<file path="config.mk">
export PLATFORM = sky130hd
export DESIGN_NAME = sdfi_div
export DESIGN_NICKNAME = d
export VERILOG_FILES = /design/src/hw/rtl/sdfi_pkg.sv /design/src/hw/rtl/sdfi_div.sv
export SDC_FILE = /design/constraint.sdc
export NUM_CORES = 2
export LEC_CHECK = 0
export ABC_AREA = 0
export BUFFER_PORTS_ARGS = -buffer_cell sky130_fd_sc_hd__buf_4
export CAP_MARGIN = 15
export CORE_MARGIN = 2
export CORE_UTILIZATION = 50
export CTS_CLUSTER_DIAMETER = 100
export DETAILED_ROUTE_END_ITERATION = 16
export GPL_ROUTABILITY_DRIVEN = 1
export PLACE_DENSITY_LB_ADDON = 0.3
export SYNTH_ARGS = -nofsm -noshare
export SYNTH_HDL_FRONTEND = slang
export SYNTH_SLANG_ARGS = --single-unit
export TNS_END_PERCENT = 20
</file>
<file path="constraint.sdc">
create_clock -name clk_i -period 5.95 [get_ports clk_i]
set_input_delay 1.19 -clock clk_i [delete_from_list [all_inputs] [get_ports clk_i]]
set_output_delay 1.19 -clock clk_i [all_outputs]
set_load 0.005 [all_outputs]
</file>
<file path="src/hw/rtl/sdfi_pkg.sv">
// ----------------------------------------------------------------------------
// sdfi_pkg
// Shared constants for the segment/disk free interval core.
// ----------------------------------------------------------------------------
package sdfi_pkg;

  localparam int unsigned COORD_WIDTH_DEF = 32;
  localparam int unsigned FRAC_BITS_DEF   = 16;

  // epsilon register
  localparam int unsigned EPS_W     = 31;
  localparam int unsigned EPS_RESET = 65536;

  // config port
  localparam int unsigned APB_AW           = 3;
  localparam int unsigned APB_DW           = 32;
  localparam logic [APB_AW-1:0] REG_EPSILON = 3'd0;

  // partial product slice width of the wide multipliers
  localparam int unsigned MUL_CHUNK = 32;

endpackage

</file>
<file path="src/hw/rtl/sdfi_div.sv">
// ----------------------------------------------------------------------------
// sdfi_div
// Pipelined restoring divider giving floor(num * 2^(Q_W-1) / den), num <= den.
// ----------------------------------------------------------------------------
module sdfi_div
  import sdfi_pkg::*;
#(
  parameter int unsigned N_W    = 65,
  parameter int unsigned Q_W    = 17,
  parameter int unsigned SIDE_W = 1
) (
  input  logic              clk_i,
  input  logic              rst_ni,
  input  logic              en_i,
  input  logic              valid_i,
  input  logic [N_W-1:0]    num_i,
  input  logic [N_W-1:0]    den_i,
  input  logic [SIDE_W-1:0] side_i,
  output logic              valid_o,
  output logic [Q_W-1:0]    quot_o,
  output logic [SIDE_W-1:0] side_o
);

  logic [N_W:0]      rem_q  [Q_W];
  logic [N_W-1:0]    den_q  [Q_W];
  logic [Q_W-1:0]    quot_q [Q_W];
  logic              v_q    [Q_W];
  logic [SIDE_W-1:0] side_q [Q_W];

  for (genvar k = 0; k < Q_W; k++) begin : g_stage
    logic [N_W:0]      x, rem_d;
    logic [N_W-1:0]    den_in;
    logic [Q_W-1:0]    quot_in;
    logic              v_in;
    logic [SIDE_W-1:0] side_in;
    logic              fits;

    if (k == 0) begin : g_first
      assign x       = {1'b0, num_i};
      assign den_in  = den_i;
      assign quot_in = '0;
      assign v_in    = valid_i;
      assign side_in = side_i;
    end else begin : g_next
      // remainder stays below den, so the shift cannot overflow
      assign x       = {rem_q[k-1][N_W-1:0], 1'b0};
      assign den_in  = den_q[k-1];
      assign quot_in = quot_q[k-1];
      assign v_in    = v_q[k-1];
      assign side_in = side_q[k-1];
    end

    always_comb begin
      fits  = (x >= {1'b0, den_in});
      rem_d = fits ? (x - {1'b0, den_in}) : x;
    end

    always_ff @(posedge clk_i or negedge rst_ni) begin
      if (!rst_ni) begin
        v_q[k] <= 1'b0;
      end else if (en_i) begin
        v_q[k] <= v_in;
      end
    end

    always_ff @(posedge clk_i) begin
      if (en_i) begin
        rem_q[k]  <= rem_d;
        den_q[k]  <= den_in;
        quot_q[k] <= {quot_in[Q_W-2:0], fits};
        side_q[k] <= side_in;
      end
    end
  end

  assign valid_o = v_q[Q_W-1];
  assign quot_o  = quot_q[Q_W-1];
  assign side_o  = side_q[Q_W-1];

endmodule

</file>
==> run_results.csv <==
group,metric,value,unit
floorplan,die_x,540,µm
routing,post_drt_via_cell_ratio,5.63,
finish,final_util,0.553,
placement,dp.final_hpwl,274000,µm
finish,final_cells,18200,
routing,route.detailed.wl_per_inst,19.1,µm
clock_tree,cts_hold_repair.buffers,0,
routing,detail-route-antenna-nets,0,
clock_tree,ctsHtreeMaxLevel,5,
outcome,run_status,"complete, no violations",
routing,topRoutingLayerUsed,"met4",
sta,setup_violations,0,
routing,drc,0,
yosys,synth_sequential_area_ratio,0.473,
routing,number_of_vias_in_the_routed_layout,103000,
sta,timing.final.max_slew_violations,0,
routing,met3_wirelength,9780,µm
clock_tree,cts_max_path_buffers,4,
finish,final_net_count,15500,
power,total_power,87.8,mW
sta,finalHoldViolations,0,
clock_tree,cts.reportedPaths.clkPinSlew,0.06,ns
sta,clock_skew,0.0355,ns
yosys,ys_async_sr_fraction,0.00750,
placement,post-place-cells,17700,
power,internal_power,53.0,mW
critical_path,worstSetupEndpoint,"rem_q[0][52]",
critical_path,worst_ep_required_time,6.62,ns
power,flop_pwr_share,0.307,
routing,drtIter0Drc,6143,
critical_path,crit_path_max_fanout,69,
power,power_density,556,nW/µm²
routing,wirelength_met1,135000,µm
power,power.switching,34.8,mW
sta,normalized_max_slew_margin,0.163,
yosys,synthesis.instances,14200,
clock_tree,postCtsSetupBuffers,0,
sta,hold_slack,0.178,ns
critical_path,regToRegStartpoint,"den_q[0][780]",
critical_path,critical_path.startpoint_type,"input port",
critical_path,setup.worst_path.start,"num_i[60]",
power,combinationalPowerShare,0.508,
yosys,synthFlopType,"edfxtp_1",
yosys,synth_seq_cells,2267,
critical_path,critPathKind,"in2reg",
critical_path,worst_r2r_endpoint,"rem_q[0][863]",
critical_path,worst-endpoint-arrival,5.91,ns
yosys,yosysUniqueCellTypes,93,
sta,timing.final.crit_period,5.24,ns
yosys,postSynthNetCount,15500,
floorplan,floorplan.initialDensity,0.503,
clock_tree,cts_made_buffers,268,
placement,gpl.final_weighted_congestion,0.971,
routing,wirelength,348000,µm
yosys,synth-edff-count,2250,
finish,syn2layout_area_growth,9.94,%
power,leakage_power_total,65.4,nW
clock_tree,clock_latency,0.88,ns
placement,detailed_place.area,149000,µm²
yosys,netlist_area,144000,µm²
power,ir_drop,0.381,mV
clock_tree,cts.root.buffer_cell,"clkbuf_16",
critical_path,end_kind,"flop",
job,max_cap_violations,0,
floorplan,core,285000,µm²
floorplan,std_cell_rows,196,
global_routing,grt_max_degree,188,
clock_tree,cts_tree,"done",
floorplan,ios,154,
sta,fmax,191,MHz
power,clkPwrFrac,0.185,
floorplan,die_height,540,µm
clock_tree,post_cts_resize_count,0,
worst_hold_path,worst_hold_path_type,"in2async",
critical_path,worst_reg2reg_path_length_in_cells,15,
power,netSwitchingFraction,0.396,
yosys,yosys_warnings,0,
placement,port_buffers,153,
sta,worstMarginPinSlew,1.24,ns
routing,drtPass1Iterations,7,
finish,stdcell_area,158000,µm²
critical_path,r2r_setup_slack,0.81,ns
finish,final_layout_size_suffix_gt1_frac,0.0805,
sta,final_min_period_over_clock_period,0.880,
clock_tree,cts.sink_count,2267,
global_routing,number_of_global_route_vias_before_repair,103000,
yosys,synthesis.area_per_instance,10.1,µm²
global_routing,antenna_violations_before_repair,3,
global_routing,grtUsageTotal,0.234,
floorplan,fp.dieArea,292000,µm²
routing,met2_length,175000,µm
global_routing,grt.overflow.total,0,
sta,grt_setup_unrepaired,"false",
global_routing,grt_pass1_wl,547000,µm
-- cell usage after synthesis, types with 337 or more instances --
master	n	area share
xnor2_1	574	0.035
inv_1	1414	0.037
nand2_1	1068	0.028
edfxtp_1	2250	0.47
mux2_2	365	0.029
a21oi_1	1548	0.054
clkbuf_1	448	0.012
xor2_1	383	0.023
o21ai_0	905	0.032
nand4_1	337	0.015
a21o_1	604	0.032
ha_1	1104	0.096
nor2_1	949	0.025
-- cells by family after synthesis --
logic type               synth area share
AO/OA/AOI/OAI                       0.180
AND/OR/NAND/NOR                     0.108
flip-flops                          0.473
buffers and inverters              0.0524
adder cells (fa/ha/maj)            0.0984
XOR/XNOR                           0.0583
multiplexers                       0.0298
-- metrics by stage --
| stage | setup TNS (ns) | setup slack [ns] |
|---|---|---|
| floorplan | 0 | 1.28 |
| global placement | -0.106 | -0.0939 |
| detailed placement | -0.0229 | -0.0229 |
| CTS | 0 | 0.936 |
| global route | 0 | 0.728 |
| finish | 0 | 0.715 |
-- per-layer routing --
layer	GRT usage	vias up
li1	-	51800
met1	0.253	47500
met2	0.429	2248
met3	0.0221	963
met4	0.163	0
met5	0	-
-- worst min-delay path by stage --
stage | end | slack (ns) | depth (start not counted)
detailed placement | quot_q[0][90] | 0.40 | 0
global route | valid_o | 0.13 | 1
finish | valid_o | 0.18 | 1
global placement | side_q[2][0] | 0.40 | 0
floorplan | quot_q[0][103] | 0.40 | 0
CTS | valid_o | 0.10 | 1
-- cells in the final DEF, fill, tap and decap left out, types with 44 or more instances in the layout --
| cell | netlist | layout |
|---|---|---|
| nand2b_1 | 133 | 133 |
| o21ai_0 | 905 | 905 |
| o21bai_1 | 223 | 223 |
| a21oi_1 | 1548 | 1546 |
| nor3_1 | 145 | 145 |
| mux2_2 | 365 | 365 |
| clkinv_1 | 0 | 54 |
| nor2_1 | 949 | 949 |
| a21o_1 | 604 | 604 |
| and2_1 | 65 | 65 |
| a211oi_1 | 71 | 71 |
| buf_4 | 7 | 281 |
| nor4_1 | 53 | 49 |
| a31oi_1 | 116 | 114 |
| edfxtp_1 | 2250 | 2250 |
| nor2b_1 | 149 | 149 |
| xnor2_1 | 574 | 574 |
| ha_1 | 1104 | 1104 |
| and3_1 | 90 | 90 |
| inv_1 | 1414 | 1414 |
| a21boi_0 | 50 | 50 |
| o211ai_1 | 63 | 63 |
| o31ai_1 | 81 | 80 |
| nand2_1 | 1068 | 1067 |
| clkbuf_16 | 0 | 276 |
| nand3_1 | 175 | 174 |
| clkinv_2 | 0 | 44 |
| clkbuf_1 | 448 | 44 |
| xor2_1 | 383 | 383 |
| nand4_1 | 337 | 337 |
| o21a_1 | 124 | 124 |
| or3_1 | 45 | 45 |
-- state kept, by name, indices dropped and copies added (netlist names) --
signal,flops
den_q,1040
g_stage.v_in,16
quot_q,153
rem_q,1040
side_q,17
valid_o,1
-- worst max-delay path, cell delays in order --
cell,delay (ns)
buf_4,0.12
ha_1,0.54
nand2_1,0.10
nor2_1,0.17
nand3_1,0.31
nor4_1,0.85
nand4_1,0.37
nor3_1,0.88
a2111oi_0,0.17
nor2_1,0.30
a21oi_4,0.07
buf_12,0.21
buf_4,0.20
o41ai_1,0.40
-- power groups by stage --
stage	Sequential (mW)	Clock, mW	Combinational (mW)
after global placement	27.2	0	43.8
after floorplan	26.1	0	33.7
after detailed placement	27.2	0	44.0
final	27.0	16.2	44.6
after global routing	27.4	17.3	49.4
after CTS	26.9	16.7	44.3
-- final cells by class --
type                    count  area [µm²]
clock buffers             320        7070
fillers                 25200      127000
flip-flops and latches   2267       68000
multi-input cells        9985       68400
diodes                      9        22.5
inverters                1414        5310
well taps                3762        4710
repair buffers            321        2890
clock inverters           156        1590
Note: power is estimated with default switching activity, not from simulation.
